`src/pwc_pkg.sv`:
```
`default_nettype none
// ---------------------------------------------------------------------------
// Pulse width capture package
// Shared constants, register indexes and control structures of the
// multichannel pulse width capture block.
// ---------------------------------------------------------------------------
package pwc_pkg;

   localparam int PIN_COUNT      = 6;
   localparam int FINE_BITS      = 16;
   localparam int COARSE_BITS    = 32;
   localparam int PERIOD_BITS    = 17;
   localparam int WDOG_BITS      = 24;
   localparam int PROD_BITS      = COARSE_BITS + PERIOD_BITS;
   localparam int SUM_BITS       = PROD_BITS + 1;
   localparam int CHANNEL_BITS   = 3;
   localparam int CSR_INDEX_BITS = 2;
   localparam int CSR_DATA_BITS  = 24;

   // register indexes on the csr port
   localparam logic [CSR_INDEX_BITS-1:0] CSR_FINE_PERIOD     = 2'd0;
   localparam logic [CSR_INDEX_BITS-1:0] CSR_WATCHDOG_PERIOD = 2'd1;
   localparam logic [CSR_INDEX_BITS-1:0] CSR_CHANNEL_ENABLE  = 2'd2;

   // register reset values
   localparam logic [PERIOD_BITS-1:0] FINE_PERIOD_RESET = 17'd50000;
   localparam logic [WDOG_BITS-1:0]   WDOG_PERIOD_RESET = 24'd200000;
   localparam logic [PIN_COUNT-1:0]   ENABLE_RESET      = 6'h3F;

   // largest usable fine period
   localparam logic [PERIOD_BITS-1:0] FINE_PERIOD_MAX   = 17'd65536;

   // result kinds
   localparam logic KIND_PULSE  = 1'b0;
   localparam logic KIND_STATUS = 1'b1;

   // watchdog outcome travelling with one request
   typedef struct packed {
      logic due;
      logic good;
      logic lamp;
   } status_type;

   // per-lane control from the front end
   typedef struct packed {
      logic load1;
      logic load2;
      logic rise;
      logic fall;
   } lane_ctl_type;

endpackage : pwc_pkg
`default_nettype wire

```
`src/pwc_lane.sv`:
```
`default_nettype none
// ---------------------------------------------------------------------------
// Pulse width capture lane
// Holds one pin's start time, forms the coarse and fine differences on a
// falling edge, multiplies by the period and saturates the width.
// ---------------------------------------------------------------------------
module pwc_lane import pwc_pkg::*; #(
   parameter int WIDTH_BITS = 24
) (
   input  logic                   clock,
   input  logic                   reset,
   input  lane_ctl_type           ctl,
   input  logic [FINE_BITS-1:0]   fine_count,
   input  logic [COARSE_BITS-1:0] coarse_count,
   input  logic [PERIOD_BITS-1:0] period,
   output logic                   hit,
   output logic [WIDTH_BITS-1:0]  width,
   output logic                   sat
);

   logic [COARSE_BITS-1:0] start_coarse_ff;
   logic [FINE_BITS-1:0]   start_fine_ff;
   logic                   s1_hit_ff;
   logic [COARSE_BITS-1:0] s1_cdiff_ff;
   logic [PERIOD_BITS-1:0] s1_fdiff_ff;
   logic                   s2_hit_ff;
   logic [PROD_BITS-1:0]   s2_prod_ff;
   logic [PERIOD_BITS-1:0] s2_fdiff_ff;

   logic [COARSE_BITS-1:0] s1_cdiff_in;
   logic [PERIOD_BITS-1:0] s1_fdiff_in;
   logic [PROD_BITS-1:0]   s2_prod_in;
   logic [SUM_BITS-1:0]    sum;
   logic                   negative;
   logic                   over;

   assign s1_cdiff_in = coarse_count - start_coarse_ff;
   assign s1_fdiff_in = {1'b0, fine_count} - {1'b0, start_fine_ff};
   assign s2_prod_in  = {{PERIOD_BITS{1'b0}}, s1_cdiff_ff}
                        * {{COARSE_BITS{1'b0}}, period};

   // fine difference is signed: widen with its sign bit
   assign sum      = {1'b0, s2_prod_ff}
                     + {{(SUM_BITS-PERIOD_BITS){s2_fdiff_ff[PERIOD_BITS-1]}}, s2_fdiff_ff};
   assign negative = sum[SUM_BITS-1];
   assign over     = |sum[SUM_BITS-2:WIDTH_BITS];

   always_comb begin
      hit = s2_hit_ff;
      sat = negative | over;
      if (negative) begin
         width = '0;
      end else if (over) begin
         width = '1;
      end else begin
         width = sum[WIDTH_BITS-1:0];
      end
   end

   always_ff @(posedge clock) begin
      if (reset) begin
         start_coarse_ff <= '0;
         start_fine_ff   <= '0;
         s1_hit_ff       <= 1'b0;
         s2_hit_ff       <= 1'b0;
      end else begin
         if (ctl.rise) begin
            start_coarse_ff <= coarse_count;
            start_fine_ff   <= fine_count;
         end
         if (ctl.load1) begin
            s1_hit_ff <= ctl.fall;
         end
         if (ctl.load2) begin
            s2_hit_ff <= s1_hit_ff;
         end
      end
   end

   always_ff @(posedge clock) begin
      if (ctl.load1 && ctl.fall) begin
         s1_cdiff_ff <= s1_cdiff_in;
         s1_fdiff_ff <= s1_fdiff_in;
      end
      if (ctl.load2) begin
         s2_prod_ff  <= s2_prod_in;
         s2_fdiff_ff <= s1_fdiff_ff;
      end
   end

endmodule : pwc_lane
`default_nettype wire

```
`config.mk`:
```
export PLATFORM = sky130hd
export DESIGN_NAME = pwc_lane
export DESIGN_NICKNAME = d
export VERILOG_FILES = /design/src/pwc_pkg.sv /design/src/pwc_lane.sv
export SDC_FILE = /design/constraint.sdc
export NUM_CORES = 2
export LEC_CHECK = 0
export BUFFER_PORTS_ARGS = -buffer_cell sky130_fd_sc_hd__buf_2
export CAP_MARGIN = 40
export CORE_UTILIZATION = 40
export CTS_BUF_LIST = sky130_fd_sc_hd__clkbuf_8
export DETAILED_ROUTE_END_ITERATION = 10
export SLEW_MARGIN = 10
export SYNTH_ARGS = -nofsm -noshare
export SYNTH_HDL_FRONTEND = slang
export SYNTH_SLANG_ARGS = --single-unit
export TNS_END_PERCENT = 30
```
`constraint.sdc`:
```
create_clock -name clock -period 9.6 [get_ports clock]
set_clock_uncertainty 0.1 [all_clocks]
set_input_delay 0.96 -clock clock [delete_from_list [all_inputs] [get_ports clock]]
set_output_delay 0.96 -clock clock [all_outputs]
set_load 0.05 [all_outputs]
```
==> impl_summary.md <==
Timing
The routed design could run at a clock period as short as 7710 ps. The portion of the clock cycle consumed by the worst path in the final layout is 0.803. The slew at the pin closest to its max-slew limit is around 940 ps. The final count of negative-setup-slack endpoints is 0. Setup repair after global routing left no endpoint under its margin. Measured against its own limit, the worst slew margin works out to 0.373. For this run, the top clock speed supported by timing is between 100 and 150 MHz.

The number of hold violations in the final report was 0. Summed over all failing endpoints, the final setup total negative slack is 0 ps. The count of pins over their slew limit is 0.

Yosys
The prevailing post-synth register cell is sky130_fd_sc_hd__edfxtp_1. The number of flops mapped to enable cells by yosys is ~120. The register area share after synthesis is 0.159. Synthesis produced a netlist whose cell count is around 3100. Counting flops with an async set or reset pin after synthesis yields a share of 0.

In this run, distinct cell masters in the synthesized netlist total 80. The mapped netlist covers approximately 0.028 sq mm. The total nets after synthesis is around 3900. In this run, synthesis produced a sequential element count of about 170. The synthesized area per cell is 8.95 sq um. During synthesis, Yosys emitted a total of 0 warnings.

Clock network
Post-CTS repair changed the size of 0 cells. The clock latency of the later-clocked register in the worst-skew pair is between 500 and 600 ps. The maximum level of the CTS H-tree is 4.

TritonCTS built the clock tree. In this run, CTS created clock tree buffers numbering 17. Counting along the longest clock path gives a buffer depth of 2. Clock-pin slew was measured on the worst setup and hold paths at between 100 and 150 ps. The tree is rooted in a sky130_fd_sc_hd__clkbuf_8. For this design, the sink count on the clock tree is around 170. The total setup buffers inserted after CTS is 0. The number of buffers inserted by hold repair at cts is 0.

Drt
The first-pass detailed-route iteration total is 6. In the routed design, unresolved DRC markers number 0. In this run the remaining antenna-violating nets after routing total 0.

The average via count per standard cell is ~5. After detailed routing, the average wire length per cell comes to 17.6 um. The first routing iteration left roughly 1200 violations. The routed layout has approximately 21000 vias. The total length of routed wires is just over 70 mm.

Setup path
The highest net fanout along the worst path is 32. The kind of start point of the critical path is an input port. The category of the most critical setup path is input port to flip-flop. The type of destination of the critical path is a flip-flop. The data required time of the critical path is 9800 ps. The critical path starts at period[11]. The startpoint identified for the worst register-to-register timing path is s1_cdiff_ff[16]$_DFFE_PP_.

At the worst endpoint, the arrival time is approximately 7900 ps.

Global route
The via count of the first global-routing pass is about 22000. The total overflow left after global routing is 0. The initial antenna violation count came to 2.

The first global-routing pass estimated between 100 and 150 mm of wire. Entering global routing, the biggest net connects just under 70 pins. In the global route stage, overall resource usage came out at 0.211.

Min path
The tightest min-delay check is of the flip-flop to flip-flop type. In this run the most critical hold path is launched from s1_fdiff_ff[1]$_DFFE_PP_.

Final layout
The layout filler cell count is ~6800. In the final design database the tool counted roughly 3900 nets. In the final layout, the share of cells above drive strength 1 is 0.0559. In the layout the commonest cells are 613 x sky130_fd_sc_hd__inv_1, 452 x sky130_fd_sc_hd__fa_1, 402 x sky130_fd_sc_hd__nand2_1. Leaving out fill and tap cells, the most frequent cell in the layout is sky130_fd_sc_hd__inv_1. The area added between synthesis and finish is 6.49%.

At the end of the flow the core is filled with cells to 0.432.

Status
The flow ran to the end, and the final reports show no timing, DRC or antenna violations.

Floorplanning
The die span in y is between 200 and 300 um. The site row count is between 90 and 100. During I/O placement, the number of pins put on the boundary was 97. The area of the die is 0.0710 sq mm. The effective utilization at floorplan is 0.406. The die is ~270 um wide. The area of the core is 0.0689 sq mm.

Job
The number of max-cap violations is 0.

Place
The count of buffers added on input and output ports is 96. After legalization and detailed placement, the total HPWL measured 56.1 mm. The congestion estimate from routability-driven global placement came to approximately 0.93.
[routing by layer]
layer / part of all wire / GRT usage / up-vias
li1: - / - / 9912
met1: 0.46 / 0.289 / 10300
met2: 0.46 / 0.341 / 555
met3: 0.052 / 0.0316 / 95
met4: 0.031 / 0.0722 / 2
met5: 0.00017 / 0 / -
[cells by family (layout without fill, tap and decap cells)]
group,after synthesis,count (layout),share of synthesized area
AND/OR/NAND/NOR,939,939,0.161
buffers and inverters,745,766,0.102
adder cells (fa/ha/maj),671,671,0.421
AO/OA/AOI/OAI,445,445,0.104
flip-flops,165,165,0.159
XOR/XNOR,111,111,0.0347
multiplexers,51,51,0.0182
other,0,1,0
[area by class of cell]
class                   instances  area [sq um]  area share
multi-input cells            2217         20700       0.695
flip-flops and latches        165          4450       0.149
inverters                     613          2300      0.0772
well taps                     931          1160      0.0391
repair buffers                121           728      0.0244
clock buffers                  17           234     0.00785
clock inverters                15           211     0.00709
diodes                          1          2.50   0.0000839
[metrics by stage]
| stage | setup slack, ps | hold slack, ps | instance area [sq um] | instances |
|---|---|---|---|---|
| 6_report | 1890 | 312 | 29800 | 4080 |
| 3_3_place_gp | 1540 | 304 | 29300 | 4042 |
| 5_1_grt | 1510 | 314 | 29800 | 4079 |
| 4_1_cts | 1960 | 309 | 29800 | 4078 |
| 3_5_place_dp | 1350 | 305 | 29300 | 4046 |
| 2_1_floorplan | 2360 | 300 | 28000 | 3127 |
[worst paths after layout]
path | cells past startpoint | endpoint | slack [ps]
worst min register to register | 0 | s2_fdiff_ff[1]$_DFFE_PP_ | 310
worst min-delay path | 0 | s2_fdiff_ff[1]$_DFFE_PP_ | 310
worst max register to register | 23 | s2_prod_ff[46]$_DFFE_PP_ | 1930
worst max-delay path | 23 | s2_prod_ff[46]$_DFFE_PP_ | 1890
[critical path, cell delays in order]
cell                       delay (ps)
sky130_fd_sc_hd__buf_2            660
sky130_fd_sc_hd__nand2_1          190
sky130_fd_sc_hd__fa_1             580
sky130_fd_sc_hd__inv_1             60
sky130_fd_sc_hd__fa_1             560
sky130_fd_sc_hd__fa_1             430
sky130_fd_sc_hd__fa_1             460
sky130_fd_sc_hd__fa_1             510
sky130_fd_sc_hd__inv_1             60
sky130_fd_sc_hd__fa_1             470
sky130_fd_sc_hd__inv_1             40
sky130_fd_sc_hd__ha_1             330
sky130_fd_sc_hd__a21oi_1          170
sky130_fd_sc_hd__o211ai_1         110
sky130_fd_sc_hd__a21o_1           190
sky130_fd_sc_hd__a221o_1          280
sky130_fd_sc_hd__a21oi_1          410
sky130_fd_sc_hd__o31a_1           350
sky130_fd_sc_hd__o31a_1           210
sky130_fd_sc_hd__o31a_1           240
sky130_fd_sc_hd__nor2_1            90
sky130_fd_sc_hd__o41ai_1          400
sky130_fd_sc_hd__xnor2_1          110
[Yosys cell counts, types with 8 or more instances]
master                     number  area (sq um)
sky130_fd_sc_hd__a21boi_0       8          60.1
sky130_fd_sc_hd__nand4_1       27           169
sky130_fd_sc_hd__a211oi_1      16           120
sky130_fd_sc_hd__nor2_1       142           533
sky130_fd_sc_hd__clkbuf_1     108           405
sky130_fd_sc_hd__nand2_1      402          1510
sky130_fd_sc_hd__nand2b_1      19           119
sky130_fd_sc_hd__o31a_1         8          70.1
sky130_fd_sc_hd__a21oi_1      122           611
sky130_fd_sc_hd__buf_2         16          80.1
sky130_fd_sc_hd__and3_1        10          62.6
sky130_fd_sc_hd__dfxtp_1       50          1000
sky130_fd_sc_hd__ha_1         219          2740
sky130_fd_sc_hd__a31oi_1       42           263
sky130_fd_sc_hd__nand3_1       29           145
sky130_fd_sc_hd__inv_1        613          2300
sky130_fd_sc_hd__fa_1         452          9050
sky130_fd_sc_hd__and2_1       231          1450
sky130_fd_sc_hd__a21o_1        57           428
sky130_fd_sc_hd__o211ai_1       9          67.6
sky130_fd_sc_hd__xnor2_1       67           587
sky130_fd_sc_hd__o21a_1        20           150
sky130_fd_sc_hd__edfxtp_1     115          3450
sky130_fd_sc_hd__o21ai_0       75           375
sky130_fd_sc_hd__mux2i_1       51           510
sky130_fd_sc_hd__nor2b_1       21           131
sky130_fd_sc_hd__nor3_1        19          95.1
sky130_fd_sc_hd__or3_1         10          62.6
sky130_fd_sc_hd__o21bai_1      14           105
sky130_fd_sc_hd__xor2_1        44           385
[sequential cells by signal, summed over array words and instances, names as in the netlist]
name             flops
s2_prod_ff          49
s1_cdiff_ff         32
start_coarse_ff     32
s1_fdiff_ff         17
s2_fdiff_ff         17
start_fine_ff       16
hit                  1
s1_hit_ff            1
Power is not shown: default switching activity piles up to over one toggle a cycle in this logic, so the estimate is an artifact.
