--- src/pwc_pkg.sv ---
`default_nettype none
// ---------------------------------------------------------------------------
// Pulse width capture package
// Shared constants, register indexes and control structures of the
// multichannel pulse width capture block.
// ---------------------------------------------------------------------------
package pwc_pkg;

   localparam int PIN_COUNT      = 6;
   localparam int FINE_BITS      = 16;
   localparam int COARSE_BITS    = 32;
   localparam int PERIOD_BITS    = 17;
   localparam int WDOG_BITS      = 24;
   localparam int PROD_BITS      = COARSE_BITS + PERIOD_BITS;
   localparam int SUM_BITS       = PROD_BITS + 1;
   localparam int CHANNEL_BITS   = 3;
   localparam int CSR_INDEX_BITS = 2;
   localparam int CSR_DATA_BITS  = 24;

   // register indexes on the csr port
   localparam logic [CSR_INDEX_BITS-1:0] CSR_FINE_PERIOD     = 2'd0;
   localparam logic [CSR_INDEX_BITS-1:0] CSR_WATCHDOG_PERIOD = 2'd1;
   localparam logic [CSR_INDEX_BITS-1:0] CSR_CHANNEL_ENABLE  = 2'd2;

   // register reset values
   localparam logic [PERIOD_BITS-1:0] FINE_PERIOD_RESET = 17'd50000;
   localparam logic [WDOG_BITS-1:0]   WDOG_PERIOD_RESET = 24'd200000;
   localparam logic [PIN_COUNT-1:0]   ENABLE_RESET      = 6'h3F;

   // largest usable fine period
   localparam logic [PERIOD_BITS-1:0] FINE_PERIOD_MAX   = 17'd65536;

   // result kinds
   localparam logic KIND_PULSE  = 1'b0;
   localparam logic KIND_STATUS = 1'b1;

   // watchdog outcome travelling with one request
   typedef struct packed {
      logic due;
      logic good;
      logic lamp;
   } status_type;

   // per-lane control from the front end
   typedef struct packed {
      logic load1;
      logic load2;
      logic rise;
      logic fall;
   } lane_ctl_type;

endpackage : pwc_pkg
`default_nettype wire

--- src/pwc_if.sv ---
`default_nettype none


interface pwc_rsp_if import pwc_pkg::*; #(
   parameter int WIDTH_BITS = 24
) ();
   logic                    valid;
   logic                    ready;
   logic                    kind;
   logic [CHANNEL_BITS-1:0] channel;
   logic [WIDTH_BITS-1:0]   width;
   logic                    saturated;
   logic                    signal_good;
   logic                    led_level;
   logic                    last;

   modport source (output valid, output kind, output channel, output width,
                   output saturated, output signal_good, output led_level,
                   output last, input ready);
   modport sink   (input valid, input kind, input channel, input width,
                   input saturated, input signal_good, input led_level,
                   input last, output ready);
endinterface : pwc_rsp_if
`default_nettype wire

--- src/pwc_merge.sv ---
`default_nettype none
// ---------------------------------------------------------------------------
// Pulse width capture merge stage
// Collects the lane results and the watchdog status of one request and sends
// them one per cycle while rsp_bus is ready, lowest pin first, status last.
// ---------------------------------------------------------------------------
module pwc_merge import pwc_pkg::*; #(
   parameter int CHANNELS   = 6,
   parameter int WIDTH_BITS = 24
) (
   input  logic                  clock,
   input  logic                  reset,
   input  logic                  in_valid,
   input  logic [CHANNELS-1:0]   hits,
   input  logic [WIDTH_BITS-1:0] widths [CHANNELS],
   input  logic [CHANNELS-1:0]   sats,
   input  status_type            status,
   output logic                  busy,
   pwc_rsp_if.source             rsp_bus
);

   localparam int IDX_BITS  = $clog2(CHANNELS + 1);
   localparam int LANE_BITS = (CHANNELS > 1) ? $clog2(CHANNELS) : 1;

   logic [CHANNELS:0]     pend_ff;
   logic [CHANNELS:0]     pend_in;
   logic [WIDTH_BITS-1:0] width_ff [CHANNELS];
   logic [CHANNELS-1:0]   sat_ff;
   logic                  good_ff;
   logic                  lamp_ff;

   logic [IDX_BITS-1:0]   sel;
   logic [LANE_BITS-1:0]  lane_sel;
   logic [CHANNELS:0]     rest;
   logic                  is_status;
   logic                  load;
   logic                  fire;

   always_comb begin
      sel = '0;
      for (int i = CHANNELS; i >= 0; i--) begin
         if (pend_ff[i]) begin
            sel = IDX_BITS'(i);
         end
      end
   end

   assign busy      = |pend_ff;
   assign load      = in_valid && !busy;
   assign fire      = rsp_bus.valid && rsp_bus.ready;
   assign rest      = pend_ff & ~((CHANNELS + 1)'(1) << sel);
   assign is_status = (sel == IDX_BITS'(CHANNELS));
   assign lane_sel  = is_status ? '0 : sel[LANE_BITS-1:0];

   always_comb begin
      pend_in = pend_ff;
      if (load) begin
         pend_in = {status.due, hits};
      end else if (fire) begin
         pend_in = rest;
      end
   end

   always_ff @(posedge clock) begin
      if (reset) begin
         pend_ff <= '0;
      end else begin
         pend_ff <= pend_in;
      end
   end

   always_ff @(posedge clock) begin
      if (load) begin
         width_ff <= widths;
         sat_ff   <= sats;
         good_ff  <= status.good;
         lamp_ff  <= status.lamp;
      end
   end

   always_comb begin
      rsp_bus.valid       = busy;
      rsp_bus.kind        = is_status ? KIND_STATUS : KIND_PULSE;
      rsp_bus.channel     = is_status ? '0
                            : CHANNEL_BITS'(CHANNELS - 1 - int'(lane_sel));
      rsp_bus.width       = is_status ? '0 : width_ff[lane_sel];
      rsp_bus.saturated   = is_status ? 1'b0 : sat_ff[lane_sel];
      rsp_bus.signal_good = is_status ? good_ff : 1'b0;
      rsp_bus.led_level   = is_status ? lamp_ff : 1'b0;
      rsp_bus.last        = (rest == '0);
   end

endmodule : pwc_merge
`default_nettype wire

--- src/flat_wrapper.sv ---
// flat-port wrapper written by rule: the top's interface ports become plain ports
module pwc_merge_flat import pwc_pkg::*;
#(
   parameter int CHANNELS   = 6,
   parameter int WIDTH_BITS = 24
)
  (clock, reset, in_valid, hits, widths, sats, status, busy, rsp_bus_valid, rsp_bus_kind, rsp_bus_channel, rsp_bus_width, rsp_bus_saturated, rsp_bus_signal_good, rsp_bus_led_level, rsp_bus_last, rsp_bus_ready);
  pwc_rsp_if #(.WIDTH_BITS(WIDTH_BITS)) rsp_bus_i ();
  input  logic clock;
  input  logic reset;
  input  logic in_valid;
  input  logic [CHANNELS-1:0] hits;
  input  logic [WIDTH_BITS-1:0] widths[CHANNELS];
  input  logic [CHANNELS-1:0] sats;
  input  status_type status;
  output logic busy;
  output wire logic [$bits(rsp_bus_i.valid)-1:0] rsp_bus_valid;
  output wire logic [$bits(rsp_bus_i.kind)-1:0] rsp_bus_kind;
  output wire logic [$bits(rsp_bus_i.channel)-1:0] rsp_bus_channel;
  output wire logic [$bits(rsp_bus_i.width)-1:0] rsp_bus_width;
  output wire logic [$bits(rsp_bus_i.saturated)-1:0] rsp_bus_saturated;
  output wire logic [$bits(rsp_bus_i.signal_good)-1:0] rsp_bus_signal_good;
  output wire logic [$bits(rsp_bus_i.led_level)-1:0] rsp_bus_led_level;
  output wire logic [$bits(rsp_bus_i.last)-1:0] rsp_bus_last;
  input wire logic [$bits(rsp_bus_i.ready)-1:0] rsp_bus_ready;
  assign rsp_bus_valid = rsp_bus_i.valid;
  assign rsp_bus_kind = rsp_bus_i.kind;
  assign rsp_bus_channel = rsp_bus_i.channel;
  assign rsp_bus_width = rsp_bus_i.width;
  assign rsp_bus_saturated = rsp_bus_i.saturated;
  assign rsp_bus_signal_good = rsp_bus_i.signal_good;
  assign rsp_bus_led_level = rsp_bus_i.led_level;
  assign rsp_bus_last = rsp_bus_i.last;
  assign rsp_bus_i.ready = rsp_bus_ready;
  pwc_merge #(.CHANNELS(CHANNELS), .WIDTH_BITS(WIDTH_BITS)) u_core (.clock(clock), .reset(reset), .in_valid(in_valid), .hits(hits), .widths(widths), .sats(sats), .status(status), .busy(busy), .rsp_bus(rsp_bus_i));
endmodule
--- config.mk ---
export PLATFORM = sky130hd
export DESIGN_NAME = pwc_merge_flat
export DESIGN_NICKNAME = d
export VERILOG_FILES = /design/src/pwc_pkg.sv /design/src/pwc_if.sv /design/src/pwc_merge.sv /design/src/flat_wrapper.sv
export SDC_FILE = /design/constraint.sdc
export NUM_CORES = 1
export LEC_CHECK = 0
export ABC_AREA = 0
export BUFFER_PORTS_ARGS = -buffer_cell sky130_fd_sc_hd__buf_4
export CORE_ASPECT_RATIO = 1.2
export CORE_MARGIN = 2
export CORE_UTILIZATION = 42
export DETAILED_ROUTE_END_ITERATION = 16
export PLACE_DENSITY = 0.7
export SYNTH_ARGS = -nofsm -noshare
export SYNTH_HDL_FRONTEND = slang
export SYNTH_SLANG_ARGS = --single-unit
export TNS_END_PERCENT = 10
--- constraint.sdc ---
create_clock -name clock -period 3.2 [get_ports clock]
set_clock_uncertainty 0.1 [all_clocks]
set_input_delay 0.32 -clock clock [delete_from_list [all_inputs] [get_ports clock]]
set_output_delay 0.32 -clock clock [all_outputs]
set_load 0.05 [all_outputs]
==> out/results.ini, run 1 <==
[run_status]
status = finished clean

[placed_design]
io_buffers = 196
place_congestion = 0.839
dp_hpwl_um = 11000
place_ws_ps = 595
dpl-instance-area_um2 = 8100

[finish]
fin_area_um2 = 10200
final_common_cell = buf_4
area_growth_pct = 59.9
fin_nets = 927
drive_gt1_share_pct = 33.2
mostFrequentLayoutCells = buf_4 (208), dlygate4sd3_1 (153), edfxtp_1 (152)
finish.utilization_pct = 68.4

[hold_path]
worstHoldStart = hits[0]
hold_path_depth = 3
hold_class = in2reg
holdPathEnd = u_core.pend_ff[0]

[worst_setup_path]
startpoint_type = flop
r2r_cells = 4
criticalPathCategory = reg2out
r2r_start = u_core.pend_ff[0]
crit_path_max_fanout = 39
arrival_ps = 2500
worst_setup_path_end_kind = primary output
rrSetupSlack_ps = 890
rr_endpoint = u_core.width_ff[36]
crit_required_ps = 2780

[sta]
slew_viol_final = 0
tightestPinTransition_ps = 1120
setup_violations = 0
hold_slack_ps = 48.0
grt_setup_unrepaired = false
hold_viol = 0
relSlewSlack_pct = 25.1
fin_setup_tns_ps = 0
final.min_clock_period_ps = 2920
period_share_pct = 91.3
fmax_mhz = 342
setup_slack_ps = 279

[floorplan]
start_util_pct = 42.8
dieArea_um2 = 16200
die_w_um = 117
ios = 197
dieHeight_um = 139
core_area_um2 = 15000
core.rowCount = 49

[logic_synthesis]
yosysSeqAreaShare_pct = 73.5
synth_seq_cells = 159
ys_warn_count = 0
synth_nets = 577
synthCells = 414
post_synth.cell_area_avg_um2 = 15.5
synth_flop_cell = edfxtp_1
synthArstFlopShare_pct = 0
netlist_area_um2 = 6400
synth_edf_count = 152
synth_cell_types = 43

[drt]
first_pass_iters = 5
via_count = 5096
drc = 0
ant_nets = 0
routed_via_density = 5.19
post_drt_wl_per_cell_um = 19.5
drtIter0Drc = 299
wl_um = 19100

[flow_run]
cap_violations = 0

[power]
power_density_nw_per_um2 = 711
p_leak_nw = 4.01
ir_worst_vdd_mv = 0.475

[clocking]
clk_pin_slew_ps = 60
root_buffer = clkbuf_16
cts.sinks = 159
cts_buffer_depth = 2
worstSkewPairLatency_ps = 420
cts_buffers = 17
cts_tree = built
cts_setup_buffers = 0
cts_max_level = 4

[global_routing]
grt_pass1_wl_um = 28600
antenna_found_initial = 0
overflow = 0
track_usage_pct = 23.7
grt_max_degree = 72
grt_pass1_vias = 5583

==> kinds of logic (layout without fill, tap and decap cells) <==
family / after synthesis / count (layout) / share of synthesized area [%]
and+or+nand+nor: 98 / 98 / 7.37
DFF: 159 / 159 / 73.5
other: 0 / 1 / 0
buffers and inverters: 36 / 399 / 3.13
muxes: 25 / 25 / 3.91
AOI/OAI and AO/OA: 96 / 96 / 12.1
==> per-layer routing <==
| metal | vias up | track usage, % | wire (um) | part of all wire [%] |
|---|---|---|---|---|
| li1 | 2352 | - | - | - |
| met1 | 2480 | 25.9 | 7180 | 38 |
| met2 | 220 | 42.4 | 10300 | 54 |
| met3 | 44 | 5.75 | 1070 | 5.6 |
| met4 | 0 | 11.1 | 563 | 2.9 |
| met5 | - | 0 | 0 | 0 |
==> state kept, by name, summed over array words and instances (netlist names) <==
name and flops:
u_core.good_ff 1, u_core.lamp_ff 1, u_core.sat_ff 6, u_core.width_ff 144
u_core.pend_ff 7
==> worst max-delay path by stage <==
stage | from | to | slack (ps) | cells after the start
6_report | u_core.pend_ff[0] | rsp_bus_saturated | 280 | 6
5_1_grt | u_core.pend_ff[0] | rsp_bus_saturated | 130 | 6
4_1_cts | u_core.pend_ff[2] | rsp_bus_width[15] | 110 | 6
3_5_place_dp | u_core.pend_ff[2] | rsp_bus_width[15] | 600 | 6
3_3_place_gp | u_core.pend_ff[2] | rsp_bus_width[15] | 610 | 6
2_1_floorplan | u_core.pend_ff[1] | rsp_bus_width[11] | 190 | 7
==> area by class of cell <==
cell class | count | area [um2]
Clock buffer | 19 | 433
Antenna cell | 1 | 2.50
Sequential cell | 159 | 4710
Fill cell | 1026 | 4730
Timing Repair Buffer | 363 | 3130
Clock inverter | 13 | 163
Inverter | 4 | 15.0
Tap cell | 204 | 255
Multi-Input combinational cell | 219 | 1530
==> power breakdown <==
| group | internal [W] | switching [W] |
|---|---|---|
| logic | 0.000894 | 0.00156 |
| registers | 0.00266 | 0.000111 |
| clock network | 0.00123 | 0.000818 |
| total | 0.00479 | 0.00249 |
==> critical path, stage by stage, from the launching register on <==
cell and delay, ps:
dfxtp_1 460, or2_1 350, nor2_4 110, buf_4 400, nor3_1 100, o32ai_1 370
buf_4 270
==> cell usage after synthesis (5+ instances only) <==
master	n	share of area [%]
edfxtp_1	152	71
nor3_1	39	3.0
nor2_1	34	2.0
mux2i_1	25	3.9
a21oi_1	23	1.8
o32ai_1	18	2.5
buf_2	12	0.94
clkbuf_1	11	0.65
a2bb2oi_2	10	2.3
nand2_1	10	0.59
a2bb2oi_1	9	1.2
dfxtp_1	7	2.2
o21ai_0	6	0.47
o22ai_1	6	0.59
o211ai_1	5	0.59
o32a_1	5	0.78
==> metrics by stage <==
| step | cells | total power (W) |
|---|---|---|
| 6_report | 982 | 0.00728 |
| 5_1_grt | 981 | 0.00754 |
| 4_1_cts | 981 | 0.00728 |
| 3_5_place_dp | 796 | 0.00509 |
| 3_3_place_gp | 796 | 0.00505 |
| 2_1_floorplan | 414 | 0.00434 |
==> what timing repair did <==
| item | CTS | global route |
|---|---|---|
| endpoints found under the setup margin | 0 | 11 |
| gates resized for setup | 0 | 1 |
| endpoints found under the hold margin | 159 | 0 |
| hold buffers | 153 | 0 |
Note: power is estimated with default switching activity, not from simulation.
==> inputs of run 2 (changes only) <==
--- a/config.mk
+++ b/config.mk
@@ -5,7 +5,7 @@
 export SDC_FILE = /design/constraint.sdc
 export NUM_CORES = 1
 export LEC_CHECK = 0
-export ABC_AREA = 0
+export ABC_AREA = 1
 export BUFFER_PORTS_ARGS = -buffer_cell sky130_fd_sc_hd__buf_4
 export CORE_ASPECT_RATIO = 1.2
 export CORE_MARGIN = 2
==> out/results.ini, run 2 <==
[floorplan]
dieHeight_um = 141
start_util_pct = 42.3
core.rowCount = 50
die_w_um = 118
ios = 197
dieArea_um2 = 16600
core_area_um2 = 15500

[clocking]
clk_pin_slew_ps = 60
cts.sinks = 159
cts_tree = built
cts_buffers = 17
cts_setup_buffers = 0
cts_max_level = 4
root_buffer = clkbuf_16
cts_buffer_depth = 2
worstSkewPairLatency_ps = 410

[drt]
ant_nets = 0
via_count = 5635
first_pass_iters = 5
routed_via_density = 5.06
drtIter0Drc = 415
wl_um = 19800
post_drt_wl_per_cell_um = 17.8
drc = 0

[power]
power_density_nw_per_um2 = 1110
p_seq_share_pct = 28.0
clock_power_share_pct = 16.2
p_int_w = 0.00592
p_leak_nw = 4.21
p_switching_w = 0.00553
p_comb_share_pct = 55.9
p_sw_share_pct = 48.3
ir_worst_vdd_mv = 1.04

[logic_synthesis]
yosysSeqAreaShare_pct = 71.9
yosys-top-cells-count = edfxtp_1 (152), nand3_1 (116), nand2_1 (88), a21oi_1 (39), inv_1 (35)
synth_seq_cells = 159
synth_flop_cell = edfxtp_1
synth_nets = 708
synth_edf_count = 152
synth_cell_types = 26
post_synth.cell_area_avg_um2 = 12.0
yosys.area.top_type = edfxtp_1
ys_warn_count = 0
yosysMostFrequentCell = edfxtp_1
netlist_area_um2 = 6540
synthArstFlopShare_pct = 0
yosysTopAreaCellShare_pct = 69.8
synth_area_leaders = edfxtp_1 (70%), nand3_1 (8.9%), nand2_1 (5.0%)
synthCells = 545

[sta]
hold_viol = 0
grt_setup_unrepaired = false
final.min_clock_period_ps = 2960
hold_slack_ps = 74.1
period_share_pct = 92.6
slew_viol_final = 0
setup_violations = 0
relSlewSlack_pct = 57.3
fmax_mhz = 337
tightestPinTransition_ps = 640

[worst_setup_path]
crit_path_max_fanout = 26
r2r_start = u_core.pend_ff[0]
crit_required_ps = 2780
rrSetupSlack_ps = 1130
slowest_stage = dfxtp_2
critPathMaxStageDelay_ps = 340
rr_endpoint = u_core.pend_ff[2]
crit_buf_inv = 2
worst_setup_path_end_kind = primary output
crit_path_end = rsp_bus_width[1]
startpoint_type = flop
crit_chain = nor2_1, nand2_1, nand2_1, nand2_2, nor2_8, inv_2, nand3_1, nand3_1, a21oi_1, buf_4
criticalPathCategory = reg2out
arrival_ps = 2540
cp-startpoint = u_core.pend_ff[4]
r2r_cells = 9
path_depth = 10
critical_path.top_delay_family = simple AND/OR/NAND/NOR gates

[global_routing]
grt_pass1_vias = 5858
grt_pass1_wl_um = 30600
track_usage_pct = 23.9
grt_util_met1_pct = 26.8
overflow = 0
grtUsageMet3_pct = 4.81
grt_max_degree = 87
grt.busiest_layer = met2
use_met2_pct = 43.9
antenna_found_initial = 2

[placed_design]
dp_hpwl_um = 11200
io_buffers = 196
place_congestion = 0.872
numPlacedInstances = 928

[finish]
mostFrequentLayoutCells = buf_4 (203), dlygate4sd3_1 (153), edfxtp_1 (152)
drive_gt1_share_pct = 28.7
layoutNonFillerInstCount = 1114
fill_cells = 1064
area_growth_pct = 57.7
fin_nets = 1055
final_common_cell = buf_4
largest_reg_flops = 144
top_regs = u_core.width_ff: 144 flops, u_core.pend_ff: 7 flops, u_core.sat_ff: 6 flops
top_register = u_core.width_ff

[hold_path]
hold_class = in2reg

[flow_run]
cap_violations = 0

[run_status]
status = finished clean

==> run 2: cell types whose count changed after synthesis, sizes merged, moves of 14 or more <==
| cell | before | now |
|---|---|---|
| nand3 | 1 | 116 |
| o32ai | 19 | 0 |
| mux2i | 25 | 0 |
| a2bb2oi | 19 | 0 |
| a21oi | 23 | 39 |
| nor2 | 34 | 20 |
| inv | 4 | 40 |
| o21ai | 7 | 35 |
| nor3 | 39 | 2 |
| nand2 | 10 | 93 |
==> run 2: how the worst min path moves through the flow <==
stage,from,end,slack (ps),cells after the start
global placement,reset,u_core.pend_ff[0],380,2
CTS,hits[0],u_core.pend_ff[0],70,3
detailed placement,reset,u_core.pend_ff[0],380,2
global route,hits[0],u_core.pend_ff[0],80,3
finish,hits[0],u_core.pend_ff[0],70,3
floorplan,reset,u_core.pend_ff[0],280,1
==> run 2: per-stage QoR <==
step / area [um2] / power [W] / setup WS, ps / setup TNS (ps) / utilization, %
after global placement: 8250 / 0.00927 / 835 / 0 / 53.4
after detailed placement: 8250 / 0.00937 / 731 / 0 / 53.4
final: 10300 / 0.0115 / 236 / 0 / 66.8
after CTS: 10300 / 0.0114 / 237 / 0 / 66.7
after floorplan: 6570 / 0.00766 / -207 / -31510 / -
after global routing: 10300 / 0.0120 / 44.2 / 0 / 66.7
==> run 2: routing by layer <==
layer / part of all wire, % / vias to the layer above
met5: 0 / -
met2: 55 / 234
met1: 38 / 2708
met4: 2.8 / 0
met3: 5.0 / 45
li1: - / 2648
==> run 2: layout make-up <==
class / instances / area, um2 / share of cell area, %
Clock inverter: 10 / 92.6 / 0.898
Sequential cell: 159 / 4710 / 45.7
Multi-Input combinational cell: 314 / 1530 / 14.9
Clock buffer: 20 / 437 / 4.23
Inverter: 41 / 158 / 1.53
Antenna cell: 3 / 7.51 / 0.0728
Timing Repair Buffer: 359 / 3120 / 30.2
Tap cell: 208 / 260 / 2.52
==> run 2: worst reg2reg max path: stages (launching register included) <==
cell	delay [ps]
dfxtp_2	340
nor2_2	240
nand2_4	130
nor2_4	220
nor2_8	100
inv_2	460
nand2_1	150
nand2_1	90
o21ai_0	70
a21oi_1	120
==> run 2: kinds of logic after synthesis <==
group,after synthesis,synth area share [%]
AOI/OAI and AO/OA,81,6.44
buffers and inverters,72,4.95
DFF,159,71.9
and+or+nand+nor,233,16.7
==> run 2: repair_timing <==
item	in CTS	in global routing
resized for setup	0	0
hold buffers	153	0
endpoints found under the hold margin	153	0
endpoints found under the setup margin	0	0
==> run 2: power by group through the flow <==
stage	combinational, W	sequential (W)	clock, W
2_1_floorplan	0.00443	0.00323	0
3_3_place_gp	0.00607	0.00321	0
3_5_place_dp	0.00615	0.00323	0
4_1_cts	0.00632	0.00319	0.00186
5_1_grt	0.00679	0.00325	0.00197
6_report	0.00640	0.00320	0.00185
